===== src/rtl/csem_pkg.sv =====
// shared widths, codes and types of the counting semaphore with wait list
package csem_pkg;

	localparam int ID_W      = 31;
	localparam int CNT_W     = 16;
	localparam int REQ_W     = 2;
	localparam int STAT_W    = 3;
	localparam int MAX_WAITERS = 16;
	localparam int SLOTS     = 16;
	localparam int SLOT_W    = $clog2(SLOTS);
	localparam int TOTAL_W   = SLOT_W + 1;
	localparam int WAIT_CAP  = (MAX_WAITERS < SLOTS) ? MAX_WAITERS : SLOTS;

	// request codes
	localparam logic [REQ_W-1:0] REQ_TRY  = 2'd0;
	localparam logic [REQ_W-1:0] REQ_WAIT = 2'd1;
	localparam logic [REQ_W-1:0] REQ_INC  = 2'd2;

	typedef enum logic [STAT_W-1:0] {
		ST_GRANTED      = 3'd0,
		ST_REFUSED      = 3'd1,
		ST_ENQUEUED     = 3'd2,
		ST_NOT_ENQUEUED = 3'd3,
		ST_INCREMENTED  = 3'd4
	} status_t;

	typedef enum logic [1:0] {
		S_IDLE,
		S_EMIT,
		S_SCAN,
		S_DRAIN
	} state_t;

endpackage


===== src/rtl/csem_ifs.sv =====
// request, result and configuration channel interfaces
interface csem_req_if;
	import csem_pkg::*;
	logic                valid;
	logic                ready;
	logic [REQ_W-1:0]    req_type;
	logic [ID_W-1:0]     requester_id;
	modport source (output valid, req_type, requester_id, input ready);
	modport sink   (input valid, req_type, requester_id, output ready);
endinterface

interface csem_res_if;
	import csem_pkg::*;
	logic                valid;
	logic                ready;
	logic [STAT_W-1:0]   status;
	logic                woken_valid;
	logic [ID_W-1:0]     woken_id;
	logic [CNT_W-1:0]    count_after;
	logic                last;
	modport source (output valid, status, woken_valid, woken_id, count_after, last,
		input ready);
	modport sink   (input valid, status, woken_valid, woken_id, count_after, last,
		output ready);
endinterface

interface csem_cfg_if;
	import csem_pkg::*;
	logic                valid;
	logic                ready;
	logic [CNT_W-1:0]    initial_count;
	modport source (output valid, initial_count, input ready);
	modport sink   (input valid, initial_count, output ready);
endinterface


===== src/rtl/csem_ram.sv =====
// generic single write port ram with registered read
module csem_ram #(
	parameter int WIDTH = 8,
	parameter int DEPTH = 16
) (
	input  logic                     clk,
	input  logic                     we,
	input  logic [$clog2(DEPTH)-1:0] waddr,
	input  logic [WIDTH-1:0]         wdata,
	input  logic [$clog2(DEPTH)-1:0] raddr,
	output logic [WIDTH-1:0]         rdata
);

	logic [WIDTH-1:0] mem_q [DEPTH];
	logic [WIDTH-1:0] rdata_q;

	// write and registered read
	always_ff @(posedge clk) begin
		if (we) begin
			mem_q[waddr] <= wdata;
		end
		rdata_q <= mem_q[raddr];
	end

	assign rdata = rdata_q;

endmodule


===== src/rtl/counting_semaphore_wait_queue.sv =====
// counting semaphore with a fifo wait list, one shared compare unit scanning the list
// try, wait with a free unit or a full list, unknown, increment on an empty list: result goes
// via the emit state to the free output register; wait with no unit: one list entry a cycle
// increment with n waiters: one woken item per read through the list ram read port
// the next item is taken once the last result has been loaded into the output register
// arst_n clears the count, the list total, the sequencer and the output valid
module counting_semaphore_wait_queue (
	input logic   clk,
	input logic   arst_n,
	csem_req_if.sink   req,
	csem_res_if.source res,
	csem_cfg_if.sink   cfg
);
	import csem_pkg::*;

	state_t               state_q, state_d;
	logic [CNT_W-1:0]     count_q, count_d;
	logic [TOTAL_W-1:0]   total_q, total_d;
	logic [TOTAL_W-1:0]   idx_q, idx_d;
	logic                 rd_vld_q, rd_vld_d;
	status_t              pend_q, pend_d;
	logic [ID_W-1:0]      id_q;

	logic                 out_valid_q;
	status_t              out_status_q;
	logic                 out_wvalid_q;
	logic [ID_W-1:0]      out_wid_q;
	logic [CNT_W-1:0]     out_count_q;
	logic                 out_last_q;

	logic                 req_fire, cfg_fire, out_free, load_out;
	status_t              o_status;
	logic                 o_wvalid, o_last;
	logic [ID_W-1:0]      o_wid;
	logic                 ram_we;
	logic [ID_W-1:0]      ram_rdata;
	logic                 drain_last;

	// handshakes
	assign cfg.ready = (state_q == S_IDLE);
	assign req.ready = (state_q == S_IDLE) && !cfg.valid;
	assign cfg_fire  = cfg.valid && cfg.ready;
	assign req_fire  = req.valid && req.ready;
	assign out_free  = !out_valid_q || res.ready;
	assign drain_last = ((idx_q + TOTAL_W'(1)) == total_q);

	// wait list storage
	csem_ram #(
		.WIDTH(ID_W),
		.DEPTH(SLOTS)
	) u_list (
		.clk  (clk),
		.we   (ram_we),
		.waddr(total_q[SLOT_W-1:0]),
		.wdata(id_q),
		.raddr(idx_q[SLOT_W-1:0]),
		.rdata(ram_rdata)
	);

	// sequencer next state and datapath controls
	always_comb begin
		state_d  = state_q;
		count_d  = count_q;
		total_d  = total_q;
		idx_d    = idx_q;
		rd_vld_d = rd_vld_q;
		pend_d   = pend_q;
		load_out = 1'b0;
		o_status = pend_q;
		o_wvalid = 1'b0;
		o_wid    = '0;
		o_last   = 1'b1;
		ram_we   = 1'b0;
		case (state_q)
			S_IDLE: begin
				if (cfg_fire) begin
					count_d = cfg.initial_count;
					total_d = '0;
				end else if (req_fire) begin
					idx_d    = '0;
					rd_vld_d = 1'b0;
					case (req.req_type)
						REQ_TRY, REQ_WAIT: begin
							if (count_q != '0) begin
								count_d = count_q - CNT_W'(1);
								pend_d  = ST_GRANTED;
								state_d = S_EMIT;
							end else if (req.req_type == REQ_TRY) begin
								pend_d  = ST_REFUSED;
								state_d = S_EMIT;
							end else if (total_q >= TOTAL_W'(WAIT_CAP)) begin
								pend_d  = ST_NOT_ENQUEUED;
								state_d = S_EMIT;
							end else begin
								state_d = S_SCAN;
							end
						end
						REQ_INC: begin
							if (count_q != '1) begin
								count_d = count_q + CNT_W'(1);
							end
							pend_d = ST_INCREMENTED;
							if (total_q == '0) begin
								state_d = S_EMIT;
							end else begin
								state_d = S_DRAIN;
							end
						end
						default: begin
							pend_d  = ST_REFUSED;
							state_d = S_EMIT;
						end
					endcase
				end
			end
			S_EMIT: begin
				if (out_free) begin
					load_out = 1'b1;
					state_d  = S_IDLE;
				end
			end
			S_SCAN: begin
				// compare the entry read last cycle, issue the next read
				if (rd_vld_q && (ram_rdata == id_q)) begin
					pend_d  = ST_NOT_ENQUEUED;
					state_d = S_EMIT;
				end else if (idx_q == total_q) begin
					ram_we  = 1'b1;
					total_d = total_q + TOTAL_W'(1);
					pend_d  = ST_ENQUEUED;
					state_d = S_EMIT;
				end else begin
					idx_d    = idx_q + TOTAL_W'(1);
					rd_vld_d = 1'b1;
				end
			end
			S_DRAIN: begin
				// one waiter per read, oldest first
				if (!rd_vld_q) begin
					rd_vld_d = 1'b1;
				end else if (out_free) begin
					load_out = 1'b1;
					o_status = ST_INCREMENTED;
					o_wvalid = 1'b1;
					o_wid    = ram_rdata;
					o_last   = drain_last;
					idx_d    = idx_q + TOTAL_W'(1);
					rd_vld_d = 1'b0;
					if (drain_last) begin
						total_d = '0;
						state_d = S_IDLE;
					end
				end
			end
			default: begin
				state_d = S_IDLE;
			end
		endcase
	end

	// state and control registers
	always_ff @(posedge clk or negedge arst_n) begin
		if (!arst_n) begin
			state_q  <= S_IDLE;
			count_q  <= '0;
			total_q  <= '0;
			idx_q    <= '0;
			rd_vld_q <= 1'b0;
			pend_q   <= ST_GRANTED;
		end else begin
			state_q  <= state_d;
			count_q  <= count_d;
			total_q  <= total_d;
			idx_q    <= idx_d;
			rd_vld_q <= rd_vld_d;
			pend_q   <= pend_d;
		end
	end

	// requester id of the item in work
	always_ff @(posedge clk) begin
		if (req_fire) begin
			id_q <= req.requester_id;
		end
	end

	// output register valid
	always_ff @(posedge clk or negedge arst_n) begin
		if (!arst_n) begin
			out_valid_q <= 1'b0;
		end else if (load_out) begin
			out_valid_q <= 1'b1;
		end else if (res.ready) begin
			out_valid_q <= 1'b0;
		end
	end

	// output register payload
	always_ff @(posedge clk) begin
		if (load_out) begin
			out_status_q <= o_status;
			out_wvalid_q <= o_wvalid;
			out_wid_q    <= o_wid;
			out_count_q  <= count_q;
			out_last_q   <= o_last;
		end
	end

	assign res.valid       = out_valid_q;
	assign res.status      = out_status_q;
	assign res.woken_valid = out_wvalid_q;
	assign res.woken_id    = out_wid_q;
	assign res.count_after = out_count_q;
	assign res.last        = out_last_q;

endmodule


===== src/flat_wrapper.sv =====
// flat-port wrapper written by rule: the top's interface ports become plain ports
module counting_semaphore_wait_queue_flat import csem_pkg::*;
  (clk, arst_n, req_valid, req_req_type, req_requester_id, req_ready, res_valid, res_status, res_woken_valid, res_woken_id, res_count_after, res_last, res_ready, cfg_valid, cfg_initial_count, cfg_ready);
  csem_req_if req_i ();
  csem_res_if res_i ();
  csem_cfg_if cfg_i ();
  input logic clk;
  input logic arst_n;
  input wire logic [$bits(req_i.valid)-1:0] req_valid;
  input wire logic [$bits(req_i.req_type)-1:0] req_req_type;
  input wire logic [$bits(req_i.requester_id)-1:0] req_requester_id;
  output wire logic [$bits(req_i.ready)-1:0] req_ready;
  output wire logic [$bits(res_i.valid)-1:0] res_valid;
  output wire logic [$bits(res_i.status)-1:0] res_status;
  output wire logic [$bits(res_i.woken_valid)-1:0] res_woken_valid;
  output wire logic [$bits(res_i.woken_id)-1:0] res_woken_id;
  output wire logic [$bits(res_i.count_after)-1:0] res_count_after;
  output wire logic [$bits(res_i.last)-1:0] res_last;
  input wire logic [$bits(res_i.ready)-1:0] res_ready;
  input wire logic [$bits(cfg_i.valid)-1:0] cfg_valid;
  input wire logic [$bits(cfg_i.initial_count)-1:0] cfg_initial_count;
  output wire logic [$bits(cfg_i.ready)-1:0] cfg_ready;
  assign req_i.valid = req_valid;
  assign req_i.req_type = req_req_type;
  assign req_i.requester_id = req_requester_id;
  assign req_ready = req_i.ready;
  assign res_valid = res_i.valid;
  assign res_status = res_i.status;
  assign res_woken_valid = res_i.woken_valid;
  assign res_woken_id = res_i.woken_id;
  assign res_count_after = res_i.count_after;
  assign res_last = res_i.last;
  assign res_i.ready = res_ready;
  assign cfg_i.valid = cfg_valid;
  assign cfg_i.initial_count = cfg_initial_count;
  assign cfg_ready = cfg_i.ready;
  counting_semaphore_wait_queue u_core (.clk(clk), .arst_n(arst_n), .req(req_i), .res(res_i), .cfg(cfg_i));
endmodule

===== config.mk =====
export PLATFORM = sky130hd
export DESIGN_NAME = counting_semaphore_wait_queue_flat
export DESIGN_NICKNAME = d
export VERILOG_FILES = /design/src/rtl/csem_pkg.sv /design/src/rtl/csem_ifs.sv /design/src/rtl/csem_ram.sv /design/src/rtl/counting_semaphore_wait_queue.sv /design/src/flat_wrapper.sv
export SDC_FILE = /design/constraint.sdc
export NUM_CORES = 1
export LEC_CHECK = 0
export BUFFER_PORTS_ARGS = -buffer_cell sky130_fd_sc_hd__buf_2
export CAP_MARGIN = 25
export CORE_AREA = 3 3 261 186
export DETAILED_ROUTE_END_ITERATION = 16
export DIE_AREA = 0 0 264 189
export PLACE_DENSITY = 0.72
export SKIP_CTS_REPAIR_TIMING = 1
export SYNTH_ARGS = -nofsm -noshare
export SYNTH_HDL_FRONTEND = slang
export SYNTH_SLANG_ARGS = --single-unit

===== constraint.sdc =====
create_clock -name clk -period 5.35 [get_ports clk]
set_input_delay 1.3375 -clock clk [delete_from_list [all_inputs] [get_ports clk]]
set_output_delay 1.3375 -clock clk [all_outputs]
set_load 0.005 [all_outputs]

==> results of run 1 <==
worst max-delay path, cell delays in order (launching register included):
cell      delay, ns
edfxtp_1       0.70
xnor2_1        0.35
nand4_1        0.21
nor4_1         0.08
and2_1         0.20
nor3_1         0.36
nand2_1        0.31
nor2_4         0.87
buf_4          0.37
registers in the layout, indices dropped and copies added, names as in the netlist:
| register | count |
|---|---|
| u_core.state_q | 2 |
| u_core.u_list.mem_q | 496 |
| u_core.rd_vld_q | 1 |
| u_core.idx_q | 5 |
| u_core.res.status | 3 |
| u_core.total_q | 5 |
| u_core.count_q | 16 |
| u_core.res.woken_valid | 1 |
| u_core.pend_q | 3 |
| u_core.u_list.rdata | 31 |
| u_core.res.last | 1 |
| u_core.res.valid | 1 |
| u_core.res.count_after | 16 |
| u_core.id_q | 31 |
| u_core.res.woken_id | 31 |
kinds of logic (layout without fill, tap and decap cells):
logic type | count (synthesis) | count (layout) | synth area share [%]
xor+xnor | 49 | 49 | 1.718
fa+ha+maj | 22 | 22 | 1.112
mux | 190 | 190 | 10.54
simple gates | 236 | 236 | 4.598
buf+inv | 86 | 274 | 1.388
flops | 643 | 643 | 74.09
compound gates | 234 | 234 | 6.547
stage by stage:
stage	hold slack [ns]	setup slack, ns	instances	power [W]	area [µm²]
5_1_grt	0.5257	1.448	2260	0.01253	28830
3_5_place_dp	0.4986	1.294	2149	0.007914	26870
4_1_cts	0.5092	1.647	2259	0.01209	28810
6_report	0.5068	1.581	2260	0.01204	28830
2_1_floorplan	0.4726	1.162	1460	0.007321	25420
3_3_place_gp	0.4878	1.342	2148	0.007865	26850
layer usage:
layer  GRT usage (%)  routed length, µm  part of all wire, %
met1           35.10              25560                   44
met2           35.85              26910                   46
met3           3.676               4593                  7.9
met4           5.499               1206                  2.1
met5               0                 13                0.022
report_power, final:
part	internal (W)	switching (W)	total [W]
sequential	0.00585	0.000297	0.00614
combinational	0.000737	0.000957	0.00169
clock	0.00241	0.00180	0.00421
total	0.00899	0.00305	0.0120
Yosys cell counts (6+ instances only):
library cell	instances	share of area (%)
a21o_1	6	0.18
a21oi_1	27	0.53
a221oi_1	65	2.2
a22oi_1	32	0.95
and2_1	35	0.86
buf_2	15	0.30
clkbuf_1	45	0.66
dfrtp_1	33	3.2
dfxtp_1	31	2.4
edfxtp_1	579	68
ha_1	21	1.0
inv_1	19	0.28
mux2i_1	126	5.0
mux4_2	62	5.5
nand2_1	70	1.0
nand2b_1	11	0.27
nand3_1	7	0.14
nand4_1	20	0.49
nor2_1	48	0.71
nor3_1	16	0.32
nor4_1	6	0.15
o211ai_1	6	0.18
o21ai_0	58	1.1
xnor2_1	38	1.3
xor2_1	10	0.34
layout make-up:
class                      count  area [µm²]  area share (%)
sequential                   643       18840           65.33
multi-input combinational    731        6359           22.05
clock buffer                  72        1555           5.394
timing repair buffer         145       863.3           2.994
tap                          612       765.7           2.656
clock inverter                38       381.6           1.323
inverter                      19       71.32          0.2473
path summary, 6_finish.rpt:
path | endpoint | slack [ns]
max | u_core.u_list.mem_q[4][17] | 1.58
min | u_core.pend_q[0] | 0.51
max reg2reg | u_core.u_list.mem_q[4][17] | 1.58
min reg2reg | u_core.pend_q[0] | 0.51
max in group asynchronous | u_core.idx_q[0] | 3.89
min in group asynchronous | u_core.count_q[5] | 0.84
==> results.cfg, run 1 <==
[critical_path]
crit_path_start_kind = flip-flop
r2r_start = u_core.id_q[4]
critPathLaunch = u_core.id_q[4]
criticalPathCategory = reg -> reg
arrival_ns = 4.06
worstPathRequired_ns = 5.64
worst-path-max-fanout = 22
rr_worst_depth = 8
endpoint_kind = flip-flop

[synthesis]
synth.yosys.seq_area_share_pct = 74.09
synth_warnings = 0
synth-main-ff-cell = edfxtp_1
syn_inst = 1460
syn_area_um2 = 25420
ys_ff_latch = 643
yosysUniqueCellTypes = 64
async_reset_ff_share_pct = 5.132
synth_edf_count = 579
syn_nets = 1536
synth.avg_cell_area_um2 = 17.41

[clocking]
cts_sinks = 643
htreeDepth = 2
numCtsBuffers = 58
clk_pin_slew_ns = 0.06
clkLatencyLatePin_ns = 0.60
cts-root-buf = clkbuf_16
tritoncts = yes
cts.path.max_buffers = 3

[floorplan]
io_pins = 109
dieHeight_um = 189
num_rows = 66
die_area_um2 = 49900
die_w_um = 264
start_util_pct = 54.96
core_um2 = 46240

[timing]
fin_crit_ns = 3.769
finalSetupViolations = 0
tns_ns = 0
fmax_mhz = 265.3
slew_headroom_pct = 26.72
rsz0062_at_grt = no
slew_violations = 0
clock_skew_ns = 0.02233
period_share_pct = 70.44
hold_viol = 0
tightest_slew_ns = 1.099

[routing]
vias = 14080
via_per_inst = 6.228
drtPass1Iterations = 5
drt_iter0_markers = 1589
wirelength_um = 58290
wl_per_cell_um = 25.79
drcViolationCount = 0
final_antenna_net_count = 0

[power]
p_leak_nw = 9.524
worst_ir_drop_vdd_mv = 0.3647
power.density_nw_per_um2 = 417.7

[min_path]
hold_path_startpoint = u_core.pend_q[0]
hp-class = reg -> reg
hold_depth = 1

[layout]
finish.utilization_pct = 62.35
area_growth_pct = 13.44
final_common_cell = edfxtp_1
drive_above_1_share_pct = 20.08
antenna_cells = 0
nFillCells = 3257
final_cell_mix = edfxtp_1 (579), mux2i_1 (126), buf_2 (108)
final_nets = 1674

[run]
maxCapViolations = 0

[grt]
grt_pass1_vias = 13950
overflow = 0
grt_pass1_wl_um = 87420
grt_max_degree = 136
antenna_found_initial = 1
grt_use_total_pct = 23.17

[outcome]
status = finished clean

[place]
place_hpwl_um = 33600
io_buffers = 108
gp_congestion = 0.8433
Note: power is estimated with default switching activity, not from simulation.
==> run 2: changes to the inputs <==
==> constraint.sdc (replaced) <==
create_clock -name clk -period 3.8 [get_ports clk]
set_input_delay 0.95 -clock clk [delete_from_list [all_inputs] [get_ports clk]]
set_output_delay 0.95 -clock clk [all_outputs]
set_load 0.005 [all_outputs]
==> results.cfg, run 2 (synthesis gave the netlist of run 1 again) <==
[floorplan]
core_um2 = 46240
io_pins = 109
die_area_um2 = 49900
die_w_um = 264
num_rows = 66
start_util_pct = 54.96
dieHeight_um = 189

[clocking]
clk_pin_slew_ns = 0.06
tritoncts = yes
cts_sinks = 643
htreeDepth = 2
cts-root-buf = clkbuf_16
numCtsBuffers = 58
clkLatencyLatePin_ns = 0.60
cts.path.max_buffers = 3

[grt]
grt_pass1_vias = 13980
grt_max_degree = 134
overflow = 0
antenna_found_initial = 1
grt_use_total_pct = 23.89
grt_pass1_wl_um = 89020

[timing]
tightest_slew_ns = 1.086
hold_viol = 0
finalSetupViolations = 0
hold_ws_ns = 0.4479
tns_ns = 0
fmax_mhz = 291.7
slew_headroom_pct = 27.63
rsz0062_at_grt = no
clock_skew_ns = 0.01867
period_share_pct = 90.22
fin_ws_ns = 0.3718
fin_crit_ns = 3.428
slew_violations = 0

[place]
gp_congestion = 0.8133
place_inst = 2186
io_buffers = 108
pre_cts_ws_ns = 0.1519
place_hpwl_um = 34580

[critical_path]
critPathLaunch = u_core.idx_q[0]
arrival_ns = 3.94
rr_worst_depth = 9
r2r_setup_slack_ns = 0.37
r2r_start = u_core.idx_q[0]
worst-path-max-fanout = 133
crit_path_start_kind = flip-flop
worstPathRequired_ns = 4.31
endpoint_kind = flip-flop
criticalPathCategory = reg -> reg
r2r_end = u_core.total_q[4]

[layout]
fin_cells = 2294
largest_register_ffs = 496
final_cell_mix = edfxtp_1 (579), mux2i_1 (126), buf_2 (108)
drive_above_1_share_pct = 21.34
area_growth_pct = 14.90
final_common_cell = edfxtp_1
nFillCells = 3238
final_nets = 1711
antenna_cells = 0
regMostFlops = u_core.u_list.mem_q

[routing]
drcViolationCount = 0
drt_iter0_markers = 1652
via_per_inst = 6.163
wirelength_um = 59540
vias = 14140
drtPass1Iterations = 6
wl_per_cell_um = 25.95
final_antenna_net_count = 0

[min_path]
hp-class = in -> async

[outcome]
status = finished clean

[power]
p_seq_share_pct = 50.7
comb_power_share_pct = 15.3
switching_share_pct = 25.31
clockPowerShare_pct = 34.0
switching_power_w = 0.004264
p_leak_nw = 9.656
power.density_nw_per_um2 = 576.9
p_int_w = 0.01258
worst_ir_drop_vdd_mv = 0.3678
power_w = 0.01685

[run]
maxCapViolations = 0
==> run 2: worst max path at each step <==
stage,endpoint,slack (ns),cells after the start
3_3_place_gp,u_core.count_q[13],0.18,10
5_1_grt,u_core.total_q[4],0.08,9
2_1_floorplan,u_core.count_q[15],0.15,10
4_1_cts,u_core.total_q[4],0.31,9
3_5_place_dp,u_core.count_q[12],0.15,12
6_report,u_core.total_q[4],0.37,9
==> run 2: metal layers <==
metal / vias to the layer above / track usage [%] / wire length [µm]
met5: - / 0 / 0
met4: 0 / 5.478 / 1158
met3: 100 / 4.313 / 5306
met2: 655 / 36.43 / 27500
met1: 7175 / 36.41 / 25580
li1: 6208 / - / -
==> run 2: cell type report <==
class / count / area [µm²] / area share [%]
Clock buffer: 81 / 1588 / 5.437
Clock inverter: 26 / 266.5 / 0.9126
Inverter: 19 / 71.32 / 0.2442
Multi-Input combinational cell: 731 / 6384 / 21.86
Sequential cell: 643 / 18840 / 64.50
Tap cell: 612 / 765.7 / 2.622
Timing Repair Buffer: 182 / 1291 / 4.421
==> run 2: critical path: stages (launching register included) <==
cell      delay [ns]
dfrtp_4         0.43
buf_12          0.68
ha_1            0.42
nand3_1         0.17
nor3_1          0.21
a31oi_1         0.12
o41ai_4         0.59
o211ai_2        0.20
or3_1           0.35
a21oi_1         0.17
==> run 2: power by group through the flow <==
stage | Sequential (W) | Clock [W] | Combinational [W]
CTS | 0.00854 | 0.00582 | 0.00257
detailed placement | 0.00869 | 0 | 0.00255
finish | 0.00854 | 0.00572 | 0.00258
global placement | 0.00868 | 0 | 0.00252
global route | 0.00859 | 0.00612 | 0.00284
floorplan | 0.00866 | 0 | 0.00165
==> run 2: through the flow <==
step / area, µm² / utilization [%]
floorplan: 25440 / -
global placement: 27320 / 59.08
detailed placement: 27320 / 59.08
CTS: 29180 / 63.09
global route: 29200 / 63.15
finish: 29200 / 63.15
==> run 3: changes to the inputs <==
--- a/config.mk
+++ b/config.mk
@@ -7,9 +7,9 @@
 export LEC_CHECK = 0
 export BUFFER_PORTS_ARGS = -buffer_cell sky130_fd_sc_hd__buf_2
 export CAP_MARGIN = 25
-export CORE_AREA = 3 3 261 186
+export CORE_AREA = 3 3 219 221
 export DETAILED_ROUTE_END_ITERATION = 16
-export DIE_AREA = 0 0 264 189
+export DIE_AREA = 0 0 222 224
 export PLACE_DENSITY = 0.72
 export SKIP_CTS_REPAIR_TIMING = 1
 export SYNTH_ARGS = -nofsm -noshare
==> results.cfg, run 3 (synthesis gave the netlist of run 1 again) <==
[floorplan]
core_um2 = 46360
die_w_um = 222
die_area_um2 = 49730
num_rows = 79
dieHeight_um = 224
start_util_pct = 54.83
io_pins = 109

[power]
power_w = 0.01745
power.density_nw_per_um2 = 592.1
p_int_w = 0.01314
switching_power_w = 0.004318
p_leak_nw = 9.828
clockPowerShare_pct = 36.7
p_seq_share_pct = 48.9
worst_ir_drop_vdd_mv = 0.5084
switching_share_pct = 24.74
comb_power_share_pct = 14.4

[clocking]
tritoncts = yes
cts.path.max_buffers = 3
clkLatencyLatePin_ns = 0.63
cts-root-buf = clkbuf_16
cts_sinks = 643
clk_pin_slew_ns = 0.06
htreeDepth = 2
numCtsBuffers = 61

[critical_path]
r2r_start = u_core.id_q[20]
endpoint = u_core.u_list.mem_q[14][28]
r2r_setup_slack_ns = 0.38
worst-path-max-fanout = 21
cp_slowest_cell = nor2_4
criticalPathCategory = reg -> reg
critPathLaunch = u_core.id_q[20]
crit_chain = xnor2_1 > nand4_1 > nor4_1 > and2_1 > nor3_1 > nand2_1 > nor2_4 > buf_4
worstPathRequired_ns = 4.11
endpoint_kind = flip-flop
max_stage_delay_ns = 0.73
r2r_end = u_core.u_list.mem_q[14][28]
arrival_ns = 3.73
rr_worst_depth = 8
crit_path_start_kind = flip-flop

[routing]
top_layer = met4
drt-met1-wl_um = 24480
vias = 14200
wl_met3_um = 4536
drcViolationCount = 0
wirelength_um = 59390
wl_per_cell_um = 25.77
via_per_inst = 6.161
drt_iter0_markers = 1615
met2WireLength_um = 28660
final_antenna_net_count = 0
drtPass1Iterations = 5

[layout]
register_area_um2 = 18840
fin_cells = 2305
drive_above_1_share_pct = 22.67
area_growth_pct = 15.98
final_cell_mix = edfxtp_1 (579), mux2i_1 (126), buf_2 (108)
final_nets = 1721
antenna_cells = 0
regMostFlops = u_core.u_list.mem_q
final_common_cell = edfxtp_1
multiInputGateArea_um2 = 6384
largest_register_ffs = 496
nFillCells = 3212

[min_path]
hp-class = in -> async

[timing]
slew_violations = 0
clock_skew_ns = 0.02685
hold_ws_ns = 0.4079
slew_headroom_pct = 34.82
finalSetupViolations = 0
tightest_slew_ns = 0.9753
tns_ns = 0
hold_viol = 0
fmax_mhz = 292.1
fin_crit_ns = 3.424
fin_ws_ns = 0.3763
period_share_pct = 90.10
rsz0062_at_grt = no

[grt]
grt_pass1_wl_um = 88430
grt_pass1_vias = 14090
grt_use_total_pct = 23.77
grt_max_degree = 64
antenna_found_initial = 0
overflow = 0

[outcome]
status = finished clean

[run]
maxCapViolations = 0

[place]
io_buffers = 108
pre_cts_ws_ns = 0.2184
place_hpwl_um = 33970
place_inst = 2187
gp_congestion = 0.8539
==> run 3: per-layer routing <==
| metal | up-vias | GRT usage (%) |
|---|---|---|
| met3 | 108 | 4.102 |
| met2 | 590 | 38.31 |
| li1 | 6223 | - |
| met5 | - | 0 |
| met4 | 0 | 8.050 |
| met1 | 7280 | 33.50 |
==> run 3: power groups by stage <==
| stage | Clock, W | Combinational (W) | Sequential, W |
|---|---|---|---|
| final | 0.00640 | 0.00251 | 0.00854 |
| after floorplan | 0 | 0.00165 | 0.00866 |
| after detailed placement | 0 | 0.00250 | 0.00868 |
| after global routing | 0.00680 | 0.00277 | 0.00857 |
| after CTS | 0.00650 | 0.00252 | 0.00854 |
| after global placement | 0 | 0.00245 | 0.00867 |
==> run 3: worst min-delay path by stage <==
stage	startpoint	endpoint	slack, ns	depth (start not counted)
3_5_place_dp	u_core.id_q[16]	u_core.u_list.mem_q[15][16]	0.49	0
4_1_cts	arst_n	u_core.count_q[6]	0.40	1
2_1_floorplan	u_core.pend_q[0]	u_core.pend_q[0]	0.47	1
3_3_place_gp	u_core.id_q[16]	u_core.u_list.mem_q[15][16]	0.49	0
6_report	arst_n	u_core.count_q[6]	0.41	1
5_1_grt	arst_n	u_core.count_q[8]	0.45	1
==> run 3: area by class of cell <==
class | instances | area share, %
timing repair buffer | 189 | 4.355
tap | 607 | 2.576
multi-input combinational | 731 | 21.65
clock buffer | 82 | 5.793
inverter | 19 | 0.2419
sequential | 643 | 63.90
clock inverter | 34 | 1.477
==> run 3: stage by stage <==
stage	utilization (%)	cell area, µm²
2_1_floorplan	-	25440
3_3_place_gp	58.79	27250
3_5_place_dp	58.85	27280
4_1_cts	63.47	29420
5_1_grt	63.59	29480
6_report	63.59	29480
==> run 3: critical path, delay by kind of cell, from the launching register on <==
kind / cells / cell delay, ns
simple gates: 6 / 1.83
flops: 1 / 0.69
buf+inv: 1 / 0.36
xor+xnor: 1 / 0.23
